[src/rtl/escaped_frame_decoder_defines.svh]
// Assertion macros shared by the escaped frame decoder RTL.
`ifndef ESCAPED_FRAME_DECODER_DEFINES_SVH
`define ESCAPED_FRAME_DECODER_DEFINES_SVH

// Checked on every rising clk edge outside reset.
`define EFD_ASSERT_RUN(lbl, prop, msg) \
	lbl: assert property (@(posedge clk) disable iff (!arst_n) prop) else $error(msg);

// Checked on every rising clk edge, reset included.
`define EFD_ASSERT_ANY(lbl, prop, msg) \
	lbl: assert property (@(posedge clk) prop) else $error(msg);

`endif

[src/rtl/efd_pkg.sv]
// Types and constants shared by the escaped frame decoder modules.
package efd_pkg;

	// Escape sequence bytes
	localparam logic [7:0] ESC_BYTE = 8'd61;
	localparam logic [7:0] CODE_60  = 8'd44;
	localparam logic [7:0] CODE_61  = 8'd45;
	localparam logic [7:0] CODE_62  = 8'd46;
	localparam logic [7:0] DEC_60   = 8'd60;
	localparam logic [7:0] DEC_61   = 8'd61;
	localparam logic [7:0] DEC_62   = 8'd62;

	// Message layout
	localparam int unsigned CNT_W = 34;
	localparam logic [CNT_W-1:0] HEADER_LEN = CNT_W'(6);
	localparam logic [CNT_W-1:0] MIN_LEN    = CNT_W'(7);
	localparam logic [CNT_W-1:0] CNT_MAX    = {CNT_W{1'b1}};

	// Header byte positions
	localparam logic [CNT_W-1:0] POS_TYPE = CNT_W'(0);
	localparam logic [CNT_W-1:0] POS_SEQ  = CNT_W'(1);

	typedef enum logic [2:0] {
		ST_OK            = 3'd0,
		ST_ESC_END       = 3'd1,
		ST_BAD_ESC       = 3'd2,
		ST_SHORT         = 3'd3,
		ST_PAYLOAD_SHORT = 3'd4,
		ST_CHECKSUM      = 3'd5
	} efd_status_t;

	// One result item plus its valid flag
	typedef struct packed {
		logic        valid;
		logic        is_status;
		logic [7:0]  payload_byte;
		logic [7:0]  msg_type;
		logic [7:0]  msg_seq;
		logic [31:0] declared_size;
		efd_status_t status;
		logic        last;
	} efd_result_t;

endpackage

[src/rtl/efd_core.sv]
// Unescaping, header capture, checksum and status logic for one byte per cycle while step is high.
module efd_core import efd_pkg::*; (
	input  logic        clk,
	input  logic        arst_n,
	input  logic        step,
	input  logic [7:0]  byte_s1,
	input  logic        last_s1,
	output efd_result_t res
);

	logic             esc_q;
	logic [CNT_W-1:0] cnt_q;
	logic [7:0]       type_q;
	logic [7:0]       seq_q;
	logic [31:0]      size_q;
	logic [7:0]       sum_q;
	efd_status_t      err_q;

	logic             esc_d;
	logic [CNT_W-1:0] cnt_d;
	logic [7:0]       type_d;
	logic [7:0]       seq_d;
	logic [31:0]      size_d;
	logic [7:0]       sum_d;
	efd_status_t      err_d;
	efd_status_t      err_new;
	efd_status_t      end_st;
	logic             have;
	logic [7:0]       val;
	logic             in_payload;
	logic             sum_ok;

	// Unescape, update message state, build the result
	always_comb begin
		have    = 1'b0;
		val     = 8'd0;
		esc_d   = 1'b0;
		err_new = ST_OK;
		if (esc_q) begin
			case (byte_s1)
				CODE_60: begin
					val  = DEC_60;
					have = 1'b1;
				end
				CODE_61: begin
					val  = DEC_61;
					have = 1'b1;
				end
				CODE_62: begin
					val  = DEC_62;
					have = 1'b1;
				end
				default: err_new = ST_BAD_ESC;
			endcase
		end else if (byte_s1 == ESC_BYTE) begin
			if (last_s1)
				err_new = ST_ESC_END;
			else
				esc_d = 1'b1;
		end else begin
			val  = byte_s1;
			have = 1'b1;
		end

		// first error is kept
		err_d = (err_q != ST_OK) ? err_q : err_new;

		// payload window is positions 6 .. 6+size-1
		in_payload = (cnt_q >= HEADER_LEN) &&
			(cnt_q < ({2'b00, size_q} + HEADER_LEN));
		sum_ok = (sum_q == val);

		sum_d  = sum_q;
		type_d = type_q;
		seq_d  = seq_q;
		size_d = size_q;
		cnt_d  = cnt_q;
		if (have) begin
			sum_d = sum_q + val;
			if (cnt_q == POS_TYPE)
				type_d = val;
			else if (cnt_q == POS_SEQ)
				seq_d = val;
			else if (cnt_q < HEADER_LEN)
				size_d = {size_q[23:0], val};
			if (cnt_q != CNT_MAX)
				cnt_d = cnt_q + CNT_W'(1);
		end

		// end-of-message status, in priority order
		if (err_d != ST_OK)
			end_st = err_d;
		else if (cnt_d < MIN_LEN)
			end_st = ST_SHORT;
		else if (cnt_d < ({2'b00, size_d} + MIN_LEN))
			end_st = ST_PAYLOAD_SHORT;
		else if (!have || !sum_ok)
			end_st = ST_CHECKSUM;
		else
			end_st = ST_OK;

		res.msg_type      = type_d;
		res.msg_seq       = seq_d;
		res.declared_size = size_d;
		if (last_s1) begin
			res.valid        = step;
			res.is_status    = 1'b1;
			res.payload_byte = 8'd0;
			res.status       = end_st;
			res.last         = 1'b1;
		end else begin
			res.valid        = step && have && (err_q == ST_OK) && in_payload;
			res.is_status    = 1'b0;
			res.payload_byte = val;
			res.status       = ST_OK;
			res.last         = 1'b0;
		end
	end

	// Message state; cleared after the status item
	always_ff @(posedge clk or negedge arst_n) begin
		if (!arst_n) begin
			esc_q  <= 1'b0;
			cnt_q  <= '0;
			type_q <= '0;
			seq_q  <= '0;
			size_q <= '0;
			sum_q  <= '0;
			err_q  <= ST_OK;
		end else if (step) begin
			if (last_s1) begin
				esc_q  <= 1'b0;
				cnt_q  <= '0;
				type_q <= '0;
				seq_q  <= '0;
				size_q <= '0;
				sum_q  <= '0;
				err_q  <= ST_OK;
			end else begin
				esc_q  <= esc_d;
				cnt_q  <= cnt_d;
				type_q <= type_d;
				seq_q  <= seq_d;
				size_q <= size_d;
				sum_q  <= sum_d;
				err_q  <= err_d;
			end
		end
	end

endmodule

[src/rtl/efd_out_reg.sv]
// Result register that holds one item until the output side takes it.
module efd_out_reg import efd_pkg::*; (
	input  logic        clk,
	input  logic        arst_n,
	input  logic        load,
	input  efd_result_t res,
	output logic        valid,
	output efd_result_t data
);

	logic        valid_q;
	efd_result_t data_q;

	// Valid flag
	always_ff @(posedge clk or negedge arst_n) begin
		if (!arst_n)
			valid_q <= 1'b0;
		else if (load)
			valid_q <= res.valid;
	end

	// Payload, no reset needed
	always_ff @(posedge clk) begin
		if (load && res.valid)
			data_q <= res;
	end

	assign valid = valid_q;
	assign data  = data_q;

endmodule

[src/rtl/escaped_frame_decoder.sv]
// Top level of the escaped frame decoder: input register, decode core, result register.
// The decoder takes one escaped message byte per cycle and may take a new byte in every
// cycle unless in_stall is high. A byte is captured in the input register when accepted,
// decoded from there by the combinational state update logic (unescape, header capture,
// 8-bit running sum, status), and its payload or status item, if any, is loaded into the
// result register when both stages advance, from where it is offered on out_valid.
// Throughput is one byte per cycle while out_stall does not hold the stages; output stall
// holds both stages and is passed back to in_stall in the same cycle. The byte flagged
// last always yields exactly one status item and clears the message state for the next
// message.
`include "escaped_frame_decoder_defines.svh"

module escaped_frame_decoder import efd_pkg::*; (
	input  logic        clk,
	input  logic        arst_n,
	input  logic        in_valid,
	output logic        in_stall,
	input  logic [7:0]  in_byte,
	input  logic        in_last,
	output logic        out_valid,
	input  logic        out_stall,
	output logic        is_status,
	output logic [7:0]  payload_byte,
	output logic [7:0]  msg_type,
	output logic [7:0]  msg_seq,
	output logic [31:0] declared_size,
	output logic [2:0]  status,
	output logic        out_last
);

	logic        valid_s1;
	logic [7:0]  byte_s1;
	logic        last_s1;
	logic        advance;
	logic        accept;
	efd_result_t core_res;
	efd_result_t out_data;

	// Both stages move when the result register is free or being emptied
	assign advance  = !out_valid || !out_stall;
	assign in_stall = valid_s1 && !advance;
	assign accept   = in_valid && !in_stall;

	// Input register
	always_ff @(posedge clk or negedge arst_n) begin
		if (!arst_n)
			valid_s1 <= 1'b0;
		else if (accept)
			valid_s1 <= 1'b1;
		else if (advance)
			valid_s1 <= 1'b0;
	end

	always_ff @(posedge clk) begin
		if (accept) begin
			byte_s1 <= in_byte;
			last_s1 <= in_last;
		end
	end

	efd_core u_core (
		.clk     (clk),
		.arst_n  (arst_n),
		.step    (valid_s1 && advance),
		.byte_s1 (byte_s1),
		.last_s1 (last_s1),
		.res     (core_res)
	);

	efd_out_reg u_out (
		.clk    (clk),
		.arst_n (arst_n),
		.load   (advance),
		.res    (core_res),
		.valid  (out_valid),
		.data   (out_data)
	);

	assign is_status     = out_data.is_status;
	assign payload_byte  = out_data.payload_byte;
	assign msg_type      = out_data.msg_type;
	assign msg_seq       = out_data.msg_seq;
	assign declared_size = out_data.declared_size;
	assign status        = out_data.status;
	assign out_last      = out_data.last;

	// Checks
	`EFD_ASSERT_RUN(a_status_item_shape, out_valid && is_status |-> out_last && payload_byte == 8'd0, "status item must carry last and a zero byte")
	`EFD_ASSERT_RUN(a_payload_item_shape, out_valid && !is_status |-> !out_last && status == ST_OK, "payload item must carry ok status and no last")
	`EFD_ASSERT_RUN(a_stall_needs_item, in_stall |-> valid_s1 && out_valid && out_stall, "input stalled without a held item")
	`EFD_ASSERT_ANY(a_reset_idle, !arst_n |=> !out_valid && !in_stall, "outputs active after a reset edge")

endmodule
[config.mk]
export PLATFORM = sky130hd
export DESIGN_NAME = escaped_frame_decoder
export DESIGN_NICKNAME = d
export VERILOG_FILES = /design/src/rtl/efd_pkg.sv /design/src/rtl/efd_core.sv /design/src/rtl/efd_out_reg.sv /design/src/rtl/escaped_frame_decoder.sv
export VERILOG_INCLUDE_DIRS = /design/src /design/src/rtl
export SDC_FILE = /design/constraint.sdc
export NUM_CORES = 1
export LEC_CHECK = 0
export BUFFER_PORTS_ARGS = -buffer_cell sky130_fd_sc_hd__buf_2
export CORE_MARGIN = 2
export CORE_UTILIZATION = 60
export CTS_CLUSTER_SIZE = 8
export DETAILED_ROUTE_END_ITERATION = 7
export PLACE_DENSITY = 0.79
export SKIP_CTS_REPAIR_TIMING = 1
export SLEW_MARGIN = 20
export SYNTH_ARGS = -nofsm -noshare
export SYNTH_HDL_FRONTEND = slang
export SYNTH_SLANG_ARGS = --single-unit
[constraint.sdc]
create_clock -name clk -period 12.8 [get_ports clk]
set_input_delay 1.28 -clock clk [delete_from_list [all_inputs] [get_ports clk]]
set_output_delay 1.28 -clock clk [all_outputs]
set_load 0.02 [all_outputs]
==> flow_metrics.py, run 1 <==
metrics = {
    "outcome": {
        "status": "finished clean",
    },
    "synthesis": {
        "synth_seq_cells": 165,
        "ys_warn_count": 0,
        "synth_edf_count": 69,
        "seq_area_frac_synth_pct": 41.5,
        "synth_flop_cell": "dfrtp_1",
        "async_reset_ff_share_pct": 58.2,
        "syn_inst": 1142,
        "netlist_area_sq_mm": 0.0108,
        "synth_cell_type_count": 67,
        "synth.avg_cell_area_sq_um": 9.45,
        "mappedNetlistNets": 1233,
    },
    "setup_path": {
        "cpMaxStageDelayCell": "a2111oi_4",
        "crit_start": "u_core.cnt_q[29]",
        "cp_slowest_stage_delay_ns": 0.81,
        "cp.required_ns": 13.00,
        "cp_max_fo": 49,
        "cp-end-kind": "register",
        "crit_type": "register to register",
        "regToRegStartpoint": "u_core.cnt_q[29]",
        "arrival_ns": 7.06,
        "crit_chain": "nor4_1 > nand4_1 > a2111oi_4 > nand2_4 > mux2_2 > nor4_2 > and3_1 > nand3_1 > xnor2_1 > ha_1 > a21o_1 > a21o_1 > a2111oi_0 > o21ai_0 > a221oi_1 > nand4_1 > a31oi_1 > nor2b_1 > o31a_1",
        "cp-start-kind": "register",
    },
    "pwr": {
        "intPower_w": 0.00104,
        "vdd_drop_max_uv": 115,
        "swShare_pct": 36.5,
        "clkPwrFrac_pct": 31.3,
        "power_density_mw_per_mm2": 138,
        "p_switching_w": 0.000596,
        "total_power_w": 0.00163,
        "pwr-share-seq_pct": 41.2,
        "power_frac_comb_pct": 27.5,
        "leakagePower_nw": 5.44,
    },
    "cells_and_area": {
        "num-nets-final": 1276,
        "layout_common_cells": "nand2_1, dfrtp_1, o21ai_0, ha_1, buf_2",
        "area_growth_pct": 10.1,
        "drive_gt1_share_pct": 11.9,
        "instances_no_fill": 1427,
        "antenna_cells": 0,
        "fin_area_sq_mm": 0.0119,
        "final_common_cell": "nand2_1",
    },
    "routing": {
        "drt_wl_total_mm": 30.7,
        "wl_per_cell_microns": 21.5,
        "vias": 9308,
        "vias_per_cell": 6.52,
        "ant_nets": 0,
        "drtPass1Iterations": 6,
        "route.detailed.drc": 0,
        "drt_iter0_drc": 1332,
    },
    "timing": {
        "relSlewSlack_pct": 33.2,
        "holdWs_ns": 0.509,
        "fin_crit_sh_pct": 53.6,
        "finalHoldViolCount": 0,
        "timing.fmax_ghz": 0.146,
        "setup_viol": 0,
        "drv_slew": 0,
        "min_period_ns": 6.86,
        "max_slew.worst_pin.slew_ns": 0.998,
        "final.setup.tns_ns": 0,
        "rsz0062_at_grt": "false",
        "skew_ns": 0.0118,
    },
    "clock_tree": {
        "worst_skew_pair.late_latency_ns": 0.44,
        "htreeDepth": 4,
        "cts_tree": "yes",
        "clk_pin_slew_worst_paths_ns": 0.07,
        "root_buffer": "clkbuf_16",
        "cts_buffers": 17,
        "clock_sinks": 165,
        "clockBufferDepth": 2,
    },
    "die": {
        "die_h_microns": 138,
        "die_w_microns": 138,
        "core_sq_mm": 0.0178,
        "io_pins": 76,
        "rows": 49,
        "start_util_pct": 60.7,
        "dieArea_sq_mm": 0.0191,
    },
    "place": {
        "place.gp.congestion": 0.971,
        "place_inst": 1395,
        "place_hpwl_mm": 21.8,
        "portBuffers": 75,
        "place_area_sq_mm": 0.0113,
    },
    "global_routing": {
        "use_met2_pct": 47.3,
        "busiest_layer": "met2",
        "grt_pass1_vias": 8664,
        "grtUsageTotal_pct": 31.9,
        "grt_max_degree": 64,
        "overflow": 0,
        "grt_pass1_wl_mm": 48.1,
        "use_met1_pct": 47.3,
        "antenna_found_initial": 0,
        "met3_usage_pct": 7.17,
    },
    "job": {
        "max_cap_viol_count": 0,
    },
    "worst_hold_path": {
        "hold_start": "u_core.type_q[1]",
        "hp-class": "register to register",
    },
}
-- registers in the layout, summed over array words and instances (netlist names) --
signal,flops
u_out.data,60
u_core.cnt_q,34
byte_s1,8
u_core.seq_q,8
u_core.esc_q,1
u_core.sum_q,8
u_core.size_q,32
valid_s1,1
last_s1,1
u_core.err_q,3
u_core.type_q,8
u_out.valid,1
-- area by class of cell --
| class | instances | area, sq um |
|---|---|---|
| clock buffers | 17 | 425 |
| clock inverters | 15 | 158 |
| fillers | 1423 | 5900 |
| inverters | 62 | 233 |
| multi-input cells | 855 | 5860 |
| flip-flops and latches | 165 | 4470 |
| well taps | 229 | 287 |
| repair buffers | 84 | 445 |
-- worst paths after layout --
| path | cells after the start | slack, ns | end |
|---|---|---|---|
| max | 19 | 5.94 | u_out.data[1] |
| min | 1 | 0.51 | u_core.type_q[1] |
| max reg2reg | 19 | 5.94 | u_out.data[1] |
| min reg2reg | 1 | 0.51 | u_core.type_q[1] |
| max in group asynchronous | 2 | 10.79 | u_core.size_q[18] |
| min in group asynchronous | 1 | 0.79 | u_core.sum_q[4] |
-- cells by family after synthesis --
family / share of synthesized area (%)
AO/OA/AOI/OAI: 15.0
XOR/XNOR: 7.79
multiplexers: 3.26
buffers and inverters: 4.45
adder cells (fa/ha/maj): 9.12
flip-flops: 41.5
AND/OR/NAND/NOR: 18.9
-- critical path, delay by kind of cell (launching register included) --
family	cells	cell delay, ns
xor gates and xnor gates	1	0.21
DFF	1	0.47
and+or+nand+nor	8	2.48
adders and majority gates	1	0.28
muxes	1	0.51
AOI/OAI and AO/OA	8	2.67
-- cell usage after synthesis (all sizes together), types with 31 or more instances --
master  count  share of area, %
ha         77               8.9
o21ai      91               4.3
nand3      40               1.9
a21oi      35               1.6
nand4      37               2.1
dfrtp      96                22
xor2       37               3.0
nor2       61               2.1
edfxtp     69                19
nor3       31               1.4
nand2     137               4.8
xnor2      59               4.8
inv        62               2.2
nor4       32               2.1
a22o       34               2.8
clkbuf     48               1.7
-- power groups by stage --
stage                     logic [W]  clock network (W)  registers (W)
after global routing       0.000489           0.000536       0.000678
after floorplan            0.000322                  0       0.000678
after global placement     0.000426                  0       0.000679
after detailed placement   0.000439                  0       0.000680
after CTS                  0.000443           0.000514       0.000671
final                      0.000450           0.000511       0.000674
-- metrics by stage --
step	utilization (%)	setup WS, ns
global route	66.8	5.65
CTS	66.8	6.10
finish	66.8	5.94
detailed placement	63.5	6.22
global placement	63.5	6.29
floorplan	-	6.51
-- per-layer routing --
metal,wire length (microns),vias to the layer above
li1,-,4238
met1,13200,4452
met2,13500,555
met3,3220,63
met4,751,0
met5,0,-
(Power assumes the default switching activity.)
==> inputs of run 2 (changes only) <==
--- a/config.mk
+++ b/config.mk
@@ -6,6 +6,7 @@
 export SDC_FILE = /design/constraint.sdc
 export NUM_CORES = 1
 export LEC_CHECK = 0
+export ABC_AREA = 1
 export BUFFER_PORTS_ARGS = -buffer_cell sky130_fd_sc_hd__buf_2
 export CORE_MARGIN = 2
 export CORE_UTILIZATION = 60
==> constraint.sdc (replaced) <==
create_clock -name clk -period 7 [get_ports clk]
set_input_delay 0.7 -clock clk [delete_from_list [all_inputs] [get_ports clk]]
set_output_delay 0.7 -clock clk [all_outputs]
set_load 0.02 [all_outputs]
==> flow_metrics.py, run 2 <==
metrics = {
    "die": {
        "dieArea_sq_mm": 0.0205,
        "start_util_pct": 61.7,
        "core_sq_mm": 0.0188,
        "io_pins": 76,
        "rows": 50,
        "die_h_microns": 143,
        "die_w_microns": 143,
    },
    "global_routing": {
        "grt_max_degree": 76,
        "antenna_found_initial": 0,
        "grt_pass1_wl_mm": 56.4,
        "grt_pass1_vias": 10300,
        "overflow": 0,
        "grtUsageTotal_pct": 36.5,
    },
    "timing": {
        "holdWs_ns": 0.238,
        "setup_viol": 0,
        "max_slew.worst_pin.slew_ns": 0.934,
        "rsz0062_at_grt": "false",
        "final.setup.tns_ns": 0,
        "drv_slew": 0,
        "relSlewSlack_pct": 37.8,
        "timing.fmax_ghz": 0.177,
        "finalHoldViolCount": 0,
        "fin_crit_sh_pct": 80.6,
        "min_period_ns": 5.65,
        "skew_ns": 0.0169,
    },
    "outcome": {
        "status": "finished clean",
    },
    "synthesis": {
        "syn_inst": 1533,
        "synth_cell_type_count": 50,
        "synth_top_area_cell": "dfrtp_1",
        "seq_area_frac_synth_pct": 38.5,
        "async_reset_ff_share_pct": 58.2,
        "synthTopCellsByArea": "dfrtp_1, edfxtp_1, nand2_1",
        "synth_seq_cells": 165,
        "ys_warn_count": 0,
        "synth_top_area_share_pct": 20.7,
        "synth_edf_count": 69,
        "mappedNetlistNets": 1624,
        "netlist_area_sq_mm": 0.0116,
        "synth.most_common_cell": "nand2_1",
        "synth_common_cells": "nand2_1, inv_1, nor2_1",
        "synth.avg_cell_area_sq_um": 7.58,
        "synth_flop_cell": "dfrtp_1",
    },
    "setup_path": {
        "cp_slowest_stage_delay_ns": 0.60,
        "reg2reg_to": "u_out.data[1]",
        "arrival_ns": 5.83,
        "worst-r2r-cell-count": 32,
        "reg2reg_slack_ns": 1.35,
        "cp-end-kind": "register",
        "cp_max_fo": 35,
        "crit_end": "u_out.data[1]",
        "crit_type": "register to register",
        "crit_start": "u_core.cnt_q[0]",
        "cp-start-kind": "register",
        "cpMaxStageDelayCell": "dfrtp_1",
        "regToRegStartpoint": "u_core.cnt_q[0]",
        "cp.required_ns": 7.18,
        "crit_top_cell": "nand2_1",
    },
    "pwr": {
        "power_frac_comb_pct": 53.9,
        "leakagePower_nw": 6.14,
        "p_switching_w": 0.00271,
        "power_density_mw_per_mm2": 425,
        "vdd_drop_max_uv": 297,
        "pwr-share-seq_pct": 28.8,
        "intPower_w": 0.00273,
        "clkPwrFrac_pct": 17.3,
        "swShare_pct": 49.8,
    },
    "place": {
        "place.gp.congestion": 1.01,
        "portBuffers": 75,
        "place_hpwl_mm": 27.6,
    },
    "routing": {
        "wl_per_cell_microns": 19.5,
        "vias": 10900,
        "drtPass1Iterations": 7,
        "drt_wl_total_mm": 36.3,
        "route.detailed.drc": 0,
        "drt_iter0_drc": 1245,
        "ant_nets": 0,
        "vias_per_cell": 5.85,
    },
    "cells_and_area": {
        "area_growth_pct": 10.0,
        "antenna_cells": 0,
        "drive_gt1_share_pct": 11.0,
        "final-seq-area_sq_mm": 0.00447,
        "layout_common_cells": "nand2_1, inv_1, nor2_1, nand3_1, dfrtp_1",
        "multiInputGateArea_sq_mm": 0.00608,
        "nFillCells": 1613,
        "num-nets-final": 1686,
        "final_common_cell": "nand2_1",
        "largest_reg_flops": 60,
    },
    "clock_tree": {
        "htreeDepth": 4,
        "clockBufferDepth": 2,
        "clk_pin_slew_worst_paths_ns": 0.08,
        "clock_sinks": 165,
        "cts_tree": "yes",
        "root_buffer": "clkbuf_16",
        "cts_buffers": 17,
        "worst_skew_pair.late_latency_ns": 0.45,
    },
    "job": {
        "max_cap_viol_count": 0,
    },
    "worst_hold_path": {
        "hp-class": "input pin to asynchronous set/reset pin",
    },
}
run 2: changes by cell type after synthesis, sizes merged, moves of 9 or more:
cell    previous run  this run
or4                9         0
inv               62       230
nor4              32        11
clkbuf            48        24
a22o              34         7
nand2            137       357
and3              12         2
mux2i             28         0
xnor2             59         1
nand3             40       105
xor2              37        67
nor2              61       178
o22ai              3        72
a21o              26         1
run 2: area by class of cell:
| type | instances | share of cell area, % |
|---|---|---|
| clock inverters | 14 | 1.28 |
| well taps | 260 | 2.54 |
| flip-flops and latches | 165 | 35.0 |
| repair buffers | 85 | 3.54 |
| inverters | 230 | 6.75 |
| multi-input cells | 1096 | 47.5 |
| clock buffers | 18 | 3.36 |
run 2: power groups by stage:
stage                     sequential, W  clock, W  combinational [W]
after floorplan                 0.00173         0            0.00193
after global placement          0.00157         0            0.00282
after detailed placement        0.00157         0            0.00288
after CTS                       0.00156  0.000946            0.00290
after global routing            0.00159  0.000979            0.00325
final                           0.00156  0.000941            0.00293
run 2: cell families after synthesis:
family | share of synthesized area, %
AO/OA/AOI/OAI | 11.7
XOR/XNOR | 5.12
adder cells (fa/ha/maj) | 8.46
buffers and inverters | 9.21
flip-flops | 38.5
multiplexers | 0.0969
AND/OR/NAND/NOR | 26.9
run 2: per-layer routing:
metal  routed length [microns]  global-route usage, %
met1                     14700                   47.1
met2                     17000                   59.2
met3                      3070                   8.35
met4                      1600                   15.7
met5                         0                      0
run 2: worst min path at each step:
stage / endpoint / start
after CTS: u_core.cnt_q[31] / arst_n
after floorplan: u_core.cnt_q[0] / arst_n
final: u_core.cnt_q[31] / arst_n
after detailed placement: u_core.type_q[5] / u_core.type_q[5]
after global placement: u_core.seq_q[6] / u_core.seq_q[6]
after global routing: u_core.cnt_q[31] / arst_n
run 2: worst max-delay path, delay by kind of cell (launching register included):
kind / cells / cell delay, ns
compound gates: 6 / 1.05
fa+ha+maj: 2 / 0.55
buf+inv: 6 / 1.10
flops: 1 / 0.60
simple gates: 18 / 2.05
run 2: metrics by stage:
stage	cells	util [%]	area, sq um	setup WS (ns)	power, W
2_1_floorplan	1533	-	11600	2.23	0.00366
5_1_grt	1868	67.9	12800	0.859	0.00582
3_5_place_dp	1836	64.8	12200	1.55	0.00445
6_report	1868	67.9	12800	1.35	0.00544
4_1_cts	1868	67.9	12800	1.47	0.00541
3_3_place_gp	1836	64.8	12200	1.59	0.00440
